File: config.mk
export PLATFORM = sky130hd
export DESIGN_NAME = replay_window_check_top_flat
export DESIGN_NICKNAME = d
export VERILOG_FILES = /design/src/rtl/rwc_pkg.sv /design/src/rtl/rwc_if.sv /design/src/rtl/replay_window_check_top.sv /design/src/flat_wrapper.sv
export SDC_FILE = /design/constraint.sdc
export NUM_CORES = 1
export LEC_CHECK = 0
export ABC_AREA = 0
export BUFFER_PORTS_ARGS = -buffer_cell sky130_fd_sc_hd__buf_2
export CAP_MARGIN = 20
export CORE_MARGIN = 2
export CORE_UTILIZATION = 60
export DETAILED_ROUTE_END_ITERATION = 6
export PLACE_DENSITY_LB_ADDON = 0.15
export SETUP_SLACK_MARGIN = 0.05
export SLEW_MARGIN = 20
export SYNTH_ARGS = -nofsm -noshare
export SYNTH_HDL_FRONTEND = slang
export SYNTH_SLANG_ARGS = --single-unit
File: constraint.sdc
create_clock -name clk -period 17.1 [get_ports clk]
set_input_delay 2.565 -clock clk [delete_from_list [all_inputs] [get_ports clk]]
set_output_delay 2.565 -clock clk [all_outputs]
set_load 0.1 [all_outputs]
File: src/rtl/rwc_pkg.sv
package rwc_pkg;

  // Bitmap depth in bytes, and the window_bytes value that saturates to it.
  localparam int MAX_WINDOW_BYTES = 32;
  localparam int ADDR_W = (MAX_WINDOW_BYTES > 1) ? $clog2(MAX_WINDOW_BYTES) : 1;

  localparam int SEQ_W = 32;
  localparam int WB_W = 6;
  localparam int FFC_W = 4;
  localparam int VERD_W = 3;
  // Wide enough for window sizes, spans and address compares.
  localparam int CMP_W = 10;

  localparam logic [WB_W-1:0] WB_CLAMP =
    WB_W'((MAX_WINDOW_BYTES > 63) ? 63 : MAX_WINDOW_BYTES);
  localparam logic [WB_W-1:0] WINDOW_RESET = WB_W'(16);
  localparam logic [SEQ_W-1:0] REKEY_LIMIT = 32'd1073741824;
  localparam logic [FFC_W-1:0] FFC_MAX = {FFC_W{1'b1}};

  // Remainder unit: the 32-bit byte number is consumed a nibble per cycle.
  localparam int MOD_BITS = 4;
  localparam int MOD_STEPS = SEQ_W / MOD_BITS;
  localparam int MOD_CNT_W = $clog2(MOD_STEPS);

  localparam logic [VERD_W-1:0] V_IN_ORDER = 3'd0;
  localparam logic [VERD_W-1:0] V_LATE_OK = 3'd1;
  localparam logic [VERD_W-1:0] V_JUMP = 3'd2;
  localparam logic [VERD_W-1:0] V_FF_DROP = 3'd3;
  localparam logic [VERD_W-1:0] V_LATE_DROP = 3'd4;

endpackage

File: src/rtl/rwc_if.sv
// Input channel: one sequence number per item.
interface rwc_in_if;
  logic valid;
  logic ready;
  logic [rwc_pkg::SEQ_W-1:0] seqno;

  modport source (output valid, output seqno, input ready);
  modport sink (input valid, input seqno, output ready);
endinterface

// Result channel: one verdict and the rekey flag per item.
interface rwc_out_if;
  logic valid;
  logic ready;
  logic [rwc_pkg::VERD_W-1:0] verdict;
  logic rekey_needed;

  modport source (output valid, output verdict, output rekey_needed, input ready);
  modport sink (input valid, input verdict, input rekey_needed, output ready);
endinterface

File: src/rtl/replay_window_check_top.sv
// Channel   Direction  Handshake      Payload
// in_ch     in         valid/ready    seqno[31:0]
// out_ch    out        valid/ready    verdict[2:0], rekey_needed
// cfg_*     in         cfg_we strobe  cfg_wdata[5:0] = window_bytes
//
// One item at a time. Drops, jumps and window-disabled items are ruled on in
// classification alone. A late or ahead item runs the nibble-serial remainder
// unit and then a read-modify-write of the bitmap memory for each byte touched:
// one byte for a late item, up to W+1 bytes when an ahead gap spans the whole
// window. Reset is synchronous (rst_n low) and clears the bitmap at once
// through per-byte valid bits. A result waiting on out_ch does not stop the
// next item being taken, but that item holds its result until out_ch is free.
module replay_window_check_top (
  input  logic                      clk,
  input  logic                      rst_n,
  input  logic                      cfg_we,
  input  logic [rwc_pkg::WB_W-1:0]  cfg_wdata,
  rwc_in_if.sink                    in_ch,
  rwc_out_if.source                 out_ch
);

  localparam logic [2:0] ST_IDLE  = 3'd0;
  localparam logic [2:0] ST_CLASS = 3'd1;
  localparam logic [2:0] ST_MOD   = 3'd2;
  localparam logic [2:0] ST_RD    = 3'd3;
  localparam logic [2:0] ST_WR    = 3'd4;
  localparam logic [2:0] ST_DONE  = 3'd5;

  localparam int SW = rwc_pkg::SEQ_W;
  localparam int AW = rwc_pkg::ADDR_W;
  localparam int WW = rwc_pkg::WB_W;
  localparam int CW = rwc_pkg::CMP_W;

  // Architectural state.
  logic [WW-1:0]                window_r;
  logic [SW-1:0]                h_r, h_nxt;
  logic [rwc_pkg::FFC_W-1:0]    ffc_r, ffc_nxt;
  logic [rwc_pkg::MAX_WINDOW_BYTES-1:0] vld_r, vld_nxt;

  // Bitmap memory with a registered read port.
  logic [7:0]    mem [rwc_pkg::MAX_WINDOW_BYTES];
  logic [7:0]    rd_data_r;
  logic          rd_vld_r;
  logic          mem_we;
  logic [7:0]    mem_wdata;

  // Sequencer and per-item working registers.
  logic [2:0]    state_r, state_nxt;
  logic [SW-1:0] s_r, s_nxt;
  logic [rwc_pkg::VERD_W-1:0] verd_r, verd_nxt;
  logic          late_r, late_nxt;
  logic          first_r, first_nxt;
  logic [2:0]    lo_r, lo_nxt;
  logic [WW-1:0] cnt_r, cnt_nxt;
  logic [AW-1:0] p_r, p_nxt;
  logic [SW-1:0] q_r, q_nxt;
  logic [WW-1:0] rem_r, rem_nxt;
  logic [rwc_pkg::MOD_CNT_W-1:0] step_r, step_nxt;

  // Output register.
  logic          out_valid_r, out_valid_nxt;
  logic [rwc_pkg::VERD_W-1:0] out_verd_r, out_verd_nxt;
  logic          out_rekey_r, out_rekey_nxt;

  // Classification of the held sequence number against the window.
  logic [WW-1:0] w_eff;
  logic [CW-1:0] span;
  logic [SW:0]   s33, h33, h_plus1, h_plus_span, s_plus_span;
  logic          w_zero, in_ord, far_fut, late, late_far, ff_drop;
  logic [SW-1:0] start_num;

  // Remainder step and byte update.
  logic [WW:0]   rem2;
  logic [WW-1:0] rem_step;
  logic [SW-1:0] q_step;
  logic [2:0]    lo_bit;
  logic [3:0]    hi_bit;
  logic          last_byte;
  logic [7:0]    cur_byte, mark_mask, clr_mask;

  assign w_eff = (window_r > rwc_pkg::WB_CLAMP) ? rwc_pkg::WB_CLAMP : window_r;
  assign span = CW'({w_eff, 3'b000});

  always_comb begin
    s33 = {1'b0, s_r};
    h33 = {1'b0, h_r};
    h_plus1 = h33 + (SW+1)'(1);
    h_plus_span = h33 + (SW+1)'(span);
    s_plus_span = s33 + (SW+1)'(span);
    w_zero = (w_eff == '0);
    in_ord = (s33 == h_plus1);
    far_fut = !in_ord && (s33 >= h_plus_span);
    late = !in_ord && !far_fut && (s33 <= h33);
    late_far = (s_plus_span <= h33);
    ff_drop = far_fut && (ffc_r < rwc_pkg::FFC_W'(w_eff >> 2));
    // A late item walks just its own byte; an ahead item starts after h.
    start_num = late ? s_r : h_plus1[SW-1:0];
  end

  // Restoring remainder, MOD_BITS quotient bits per cycle.
  always_comb begin
    rem_step = rem_r;
    q_step = q_r;
    rem2 = '0;
    for (int k = 0; k < rwc_pkg::MOD_BITS; k++) begin
      rem2 = {rem_step, q_step[SW-1]};
      q_step = {q_step[SW-2:0], 1'b0};
      if (rem2 >= {1'b0, w_eff}) begin
        rem2 = rem2 - {1'b0, w_eff};
      end
      rem_step = rem2[WW-1:0];
    end
  end

  // Byte update: mark the gap bits that fall in this byte, clear the bit of s.
  always_comb begin
    lo_bit = first_r ? lo_r : 3'd0;
    last_byte = (cnt_r == '0);
    hi_bit = last_byte ? {1'b0, s_r[2:0]} : 4'd8;
    cur_byte = rd_vld_r ? rd_data_r : 8'h00;
    for (int i = 0; i < 8; i++) begin
      mark_mask[i] = (3'(i) >= lo_bit) && (4'(i) < hi_bit);
    end
    clr_mask = last_byte ? (8'h01 << s_r[2:0]) : 8'h00;
    mem_wdata = (cur_byte | mark_mask) & ~clr_mask;
    mem_we = (state_r == ST_WR);
  end

  always_comb begin
    state_nxt = state_r;
    h_nxt = h_r;
    ffc_nxt = ffc_r;
    vld_nxt = vld_r;
    s_nxt = s_r;
    verd_nxt = verd_r;
    late_nxt = late_r;
    first_nxt = first_r;
    lo_nxt = lo_r;
    cnt_nxt = cnt_r;
    p_nxt = p_r;
    q_nxt = q_r;
    rem_nxt = rem_r;
    step_nxt = step_r;
    out_valid_nxt = out_valid_r;
    out_verd_nxt = out_verd_r;
    out_rekey_nxt = out_rekey_r;

    if (out_ch.ready) begin
      out_valid_nxt = 1'b0;
    end

    case (state_r)
      ST_IDLE: begin
        if (in_ch.valid) begin
          s_nxt = in_ch.seqno;
          state_nxt = ST_CLASS;
        end
      end
      ST_CLASS: begin
        late_nxt = 1'b0;
        state_nxt = ST_DONE;
        if (w_zero) begin
          verd_nxt = rwc_pkg::V_IN_ORDER;
          if (s_r > h_r) begin
            h_nxt = s_r;
          end
        end else if (ff_drop) begin
          verd_nxt = rwc_pkg::V_FF_DROP;
          if (ffc_r != rwc_pkg::FFC_MAX) begin
            ffc_nxt = ffc_r + rwc_pkg::FFC_W'(1);
          end
        end else if (far_fut) begin
          // Window reset: the first W bytes read as zero from now on.
          verd_nxt = rwc_pkg::V_JUMP;
          ffc_nxt = '0;
          h_nxt = s_r;
          for (int i = 0; i < rwc_pkg::MAX_WINDOW_BYTES; i++) begin
            if (WW'(i) < w_eff) begin
              vld_nxt[i] = 1'b0;
            end
          end
        end else if (late && late_far) begin
          verd_nxt = rwc_pkg::V_LATE_DROP;
        end else begin
          if (late) begin
            late_nxt = 1'b1;
          end else begin
            verd_nxt = rwc_pkg::V_IN_ORDER;
            ffc_nxt = '0;
            h_nxt = s_r;
          end
          q_nxt = {3'b000, start_num[SW-1:3]};
          rem_nxt = '0;
          step_nxt = '0;
          lo_nxt = start_num[2:0];
          cnt_nxt = WW'(s_r[SW-1:3] - start_num[SW-1:3]);
          first_nxt = 1'b1;
          state_nxt = ST_MOD;
        end
      end
      ST_MOD: begin
        q_nxt = q_step;
        rem_nxt = rem_step;
        step_nxt = step_r + rwc_pkg::MOD_CNT_W'(1);
        if (step_r == rwc_pkg::MOD_CNT_W'(rwc_pkg::MOD_STEPS - 1)) begin
          p_nxt = AW'(rem_step);
          state_nxt = ST_RD;
        end
      end
      ST_RD: begin
        state_nxt = ST_WR;
      end
      ST_WR: begin
        vld_nxt[p_r] = 1'b1;
        if (late_r) begin
          if (cur_byte[s_r[2:0]]) begin
            verd_nxt = rwc_pkg::V_LATE_OK;
            ffc_nxt = '0;
          end else begin
            verd_nxt = rwc_pkg::V_LATE_DROP;
          end
        end
        if (last_byte) begin
          state_nxt = ST_DONE;
        end else begin
          cnt_nxt = cnt_r - WW'(1);
          first_nxt = 1'b0;
          if (CW'(p_r) == CW'(w_eff) - CW'(1)) begin
            p_nxt = '0;
          end else begin
            p_nxt = p_r + AW'(1);
          end
          state_nxt = ST_RD;
        end
      end
      ST_DONE: begin
        if (!out_valid_r || out_ch.ready) begin
          out_valid_nxt = 1'b1;
          out_verd_nxt = verd_r;
          out_rekey_nxt = (h_r > rwc_pkg::REKEY_LIMIT);
          state_nxt = ST_IDLE;
        end
      end
      default: begin
        state_nxt = ST_IDLE;
      end
    endcase
  end

  always_ff @(posedge clk) begin
    if (!rst_n) begin
      state_r <= ST_IDLE;
      window_r <= rwc_pkg::WINDOW_RESET;
      h_r <= '0;
      ffc_r <= '0;
      vld_r <= '0;
      out_valid_r <= 1'b0;
    end else begin
      state_r <= state_nxt;
      if (cfg_we) begin
        window_r <= cfg_wdata;
      end
      h_r <= h_nxt;
      ffc_r <= ffc_nxt;
      vld_r <= vld_nxt;
      out_valid_r <= out_valid_nxt;
    end
  end

  always_ff @(posedge clk) begin
    s_r <= s_nxt;
    verd_r <= verd_nxt;
    late_r <= late_nxt;
    first_r <= first_nxt;
    lo_r <= lo_nxt;
    cnt_r <= cnt_nxt;
    p_r <= p_nxt;
    q_r <= q_nxt;
    rem_r <= rem_nxt;
    step_r <= step_nxt;
    out_verd_r <= out_verd_nxt;
    out_rekey_r <= out_rekey_nxt;
  end

  // Bitmap memory: one write port, one registered read port at the walk address.
  always_ff @(posedge clk) begin
    if (mem_we) begin
      mem[p_r] <= mem_wdata;
    end
    rd_data_r <= mem[p_r];
    rd_vld_r <= vld_r[p_r];
  end

  assign in_ch.ready = (state_r == ST_IDLE);
  assign out_ch.valid = out_valid_r;
  assign out_ch.verdict = out_verd_r;
  assign out_ch.rekey_needed = out_rekey_r;

  a_accept_to_class: assert property (@(posedge clk) disable iff (!rst_n)
    (in_ch.valid && in_ch.ready) |=> (state_r == ST_CLASS))
    else $error("accepted item did not enter classification");

  a_addr_in_window: assert property (@(posedge clk) disable iff (!rst_n)
    (state_r == ST_WR) |-> (CW'(p_r) < CW'(w_eff)))
    else $error("bitmap write outside the window");

  a_late_keeps_high: assert property (@(posedge clk) disable iff (!rst_n)
    (state_r == ST_CLASS && s_r <= h_r) |=> $stable(h_r))
    else $error("highest sequence number moved on a late item");

  a_walk_bounded: assert property (@(posedge clk) disable iff (!rst_n)
    (state_r == ST_RD) |-> (cnt_r <= w_eff))
    else $error("byte walk longer than the window");

  a_verdict_code: assert property (@(posedge clk) disable iff (!rst_n)
    (state_r == ST_DONE) |-> (verd_r <= rwc_pkg::V_LATE_DROP))
    else $error("verdict code out of range");

endmodule

File: src/flat_wrapper.sv
// flat-port wrapper written by rule: the top's interface ports become plain ports
module replay_window_check_top_flat 
  (clk, rst_n, cfg_we, cfg_wdata, in_ch_valid, in_ch_seqno, in_ch_ready, out_ch_valid, out_ch_verdict, out_ch_rekey_needed, out_ch_ready);
  rwc_in_if in_ch_i ();
  rwc_out_if out_ch_i ();
  input  logic clk;
  input  logic rst_n;
  input  logic cfg_we;
  input  logic [rwc_pkg::WB_W-1:0] cfg_wdata;
  input wire logic [$bits(in_ch_i.valid)-1:0] in_ch_valid;
  input wire logic [$bits(in_ch_i.seqno)-1:0] in_ch_seqno;
  output wire logic [$bits(in_ch_i.ready)-1:0] in_ch_ready;
  output wire logic [$bits(out_ch_i.valid)-1:0] out_ch_valid;
  output wire logic [$bits(out_ch_i.verdict)-1:0] out_ch_verdict;
  output wire logic [$bits(out_ch_i.rekey_needed)-1:0] out_ch_rekey_needed;
  input wire logic [$bits(out_ch_i.ready)-1:0] out_ch_ready;
  assign in_ch_i.valid = in_ch_valid;
  assign in_ch_i.seqno = in_ch_seqno;
  assign in_ch_ready = in_ch_i.ready;
  assign out_ch_valid = out_ch_i.valid;
  assign out_ch_verdict = out_ch_i.verdict;
  assign out_ch_rekey_needed = out_ch_i.rekey_needed;
  assign out_ch_i.ready = out_ch_ready;
  replay_window_check_top u_core (.clk(clk), .rst_n(rst_n), .cfg_we(cfg_we), .cfg_wdata(cfg_wdata), .in_ch(in_ch_i), .out_ch(out_ch_i));
endmodule
==> impl_metrics.ini <==
[critical_path]
critical_path_required_ns = 17.53
end_kind = flop
critPathLaunch = u_core.window_r[5]
criticalPathCategory = reg2reg
regToRegStartpoint = u_core.window_r[5]
cp_max_fo = 16
cp-start-kind = flop
cp_slowest_cell = a211oi_2
critical-path-max-stage-delay_ns = 0.61
arrival_ns = 10.95

[floorplan]
core_mm2 = 0.04065
dieArea_mm2 = 0.04263
start_util = 0.6052
io_pins = 49
rows = 74
die_x_um = 206.5
die_y_um = 206.5

[clocking]
clock-sinks = 439
cts_buffers = 46
path_clk_slew_ns = 0.06
post-cts-setup-buffers = 0
worstSkewPairLatency_ns = 0.60
ctsHoldBuffers = 0
clock_path_buffers = 3
cts_resized = 0
cts_root_buf = clkbuf_16
tritoncts = built
cts.htree.levels = 2

[synth]
syn_avg_cell_area_um2 = 11.61
synth_top_area_frac = 0.4297
synth.distinct_cells = 83
async_reset_ff_frac = 0
synth_top_cell_by_area = edfxtp_1
ys_warn_count = 0
ys_ff_latch = 439
synth-simple-area-share = 0.1246
ys_seq_area_frac = 0.5005
synth-edff-count = 352
synth_xor_area_frac = 0.05554
synthAdderAreaFrac = 0.08047
syn_area_mm2 = 0.02460
synth_top_family_by_area = simple AND/OR/NAND/NOR gates
synthMuxAreaShare = 0.09563
synthCells = 2118
synth_compound_area_frac = 0.1080
synth_area_leaders = edfxtp_1, ha_1, dfxtp_1
syn_nets = 2315
ys.flop_type = edfxtp_1

[finish]
nets = 2314
drive_gt1_frac = 0.1175
fill_cells = 3030
multi_input_area_mm2 = 0.01148
syn2layout_area_growth_pct = 8.469
final_util = 0.6564
register_area_mm2 = 0.01231
fin_area_mm2 = 0.02668
n_antenna_cell = 0

[timing]
fmax_mhz = 95.13
setup_viol = 0
min_period_ns = 10.51
clock-skew-final_ns = 0.01838
finalHoldViolCount = 0
fin_crit_sh = 0.6147
rsz0062_at_grt = no
max-slew-margin-rel = 0.2923
finalSetupTns_ns = 0
finalMaxSlewViolations = 0
tightest_slew_ns = 1.058

[route]
via_per_inst = 6.537
wl_per_cell_um = 24.35
drt_iter0_markers = 1721
drc_errors = 0
drt-total-wl_mm = 65.39
ant_nets = 0
dr.pass1.iters = 6
vias = 17560

[power]
p_total_mw = 5.198
peakVddDrop_v = 0.0001778
power_density_mw_per_mm2 = 194.8
static-leakage-power_nw = 9.267

[placed_design]
io_buffers = 48
dpl_cell_area_mm2 = 0.02519
dpl.hpwl_mm = 45.72
gp_congestion = 0.9805

[global_routing]
grt_max_degree = 66
globalRouteTotalUtil = 0.3127
grt_pass1_vias = 17180
grt_pass1_wl_mm = 100.3
grt_remaining_overflow = 0
antenna_found_initial = 0

[run_status]
status = complete, no violations

[min_path]
holdCritPathClass = reg2reg
worstHoldStart = u_core.vld_r[13]

[flow_run]
max-cap-violations = 0
sequential cells by signal (all words and copies together) (netlist names):
name	flops
u_core.mem	256
u_core.h_r	32
u_core.q_r	32
u_core.s_r	32
u_core.vld_r	32
u_core.rd_data_r	8
u_core.cnt_r	6
u_core.rem_r	6
u_core.window_r	6
u_core.p_r	5
u_core.ffc_r	4
u_core.lo_r	3
u_core.out_ch.verdict	3
u_core.state_r	3
u_core.step_r	3
u_core.verd_r	3
u_core.first_r	1
u_core.late_r	1
u_core.out_ch.rekey_needed	1
u_core.out_ch.valid	1
u_core.rd_vld_r	1
worst paths after layout:
check,end,slack [ns],depth (start not counted)
max reg2reg,u_core.p_r[0],6.59,39
min,u_core.vld_r[13],0.47,2
max,u_core.p_r[0],6.59,39
min reg2reg,u_core.vld_r[13],0.47,2
cell usage after synthesis (8+ instances only):
cell type and instances:
a31oi_1 23, nor3b_1 9, a22oi_1 42, inv_1 80, o21ai_0 76, nor2_1 218, o21a_1 14, and3_1 14
a41oi_1 14, and2_1 10, a211oi_1 22, nand2b_1 12, nand2_1 139, xor2_1 30, buf_2 44, nor4_1 19
and4_1 14, a21o_1 30, edfxtp_1 352, a21oi_1 109, nand3_1 46, o22ai_1 8, clkbuf_1 61, buf_1 11
xnor2_1 108, mux2i_1 55, nor3_1 46, ha_1 147, nor2b_1 12, or3_1 12, mux4_2 74, mux2_2 12
o211ai_1 8, dfxtp_1 87, nand4_1 50
worst max-delay path, delay by kind of cell, from the launching register on:
family	cells	cell delay, ns
compound gates	20	5.13
buf+inv	4	0.86
flops	1	0.59
simple gates	7	1.04
fa+ha+maj	4	1.14
mux	4	1.58
placed cells by master, fill, tap and decap left out, types with 25 or more instances in the layout:
cell / synthesis / routed
xnor2_1: 108 / 108
nand4_1: 50 / 50
xor2_1: 30 / 30
o21ai_0: 76 / 74
a21o_1: 30 / 30
a22oi_1: 42 / 42
clkbuf_16: 0 / 47
dfxtp_1: 87 / 87
ha_1: 147 / 147
mux4_2: 74 / 74
edfxtp_1: 352 / 352
nor2_1: 218 / 218
nor3_1: 46 / 46
nand2_1: 139 / 138
buf_2: 44 / 48
a21oi_1: 109 / 106
inv_1: 80 / 79
mux2i_1: 55 / 55
buf_4: 1 / 25
nand3_1: 46 / 46
kinds of logic after synthesis:
family | count (synthesis)
fa+ha+maj | 154
flops | 439
xor+xnor | 145
simple gates | 630
mux | 141
buf+inv | 204
compound gates | 405
through the flow:
step / hold WS (ns) / setup slack, ns / cells
finish: 0.4662 / 6.588 / 2686
global route: 0.4733 / 5.820 / 2686
CTS: 0.4693 / 6.679 / 2686
detailed placement: 0.4593 / 6.745 / 2601
global placement: 0.4491 / 7.009 / 2601
floorplan: 0.4003 / 7.960 / 2118
cell type report:
class / instances / share of cell area
flip-flops and latches: 439 / 0.4614
multi-input cells: 1475 / 0.4304
clock buffers: 65 / 0.04699
well taps: 532 / 0.02495
repair buffers: 73 / 0.01604
inverters: 82 / 0.01154
clock inverters: 20 / 0.008675
per-layer routing:
metal / GRT usage / share of wire
met1: 0.4094 / 0.40
met3: 0.03926 / 0.063
met4: 0.1429 / 0.046
met2: 0.5221 / 0.49
met5: 0 / 0
power breakdown:
part | total (mW) | switching, mW | internal (mW)
sequential | 1.67 | 0.224 | 1.45
combinational | 2.53 | 1.47 | 1.05
clock | 0.996 | 0.421 | 0.575
Note: power is estimated with default switching activity, not from simulation.
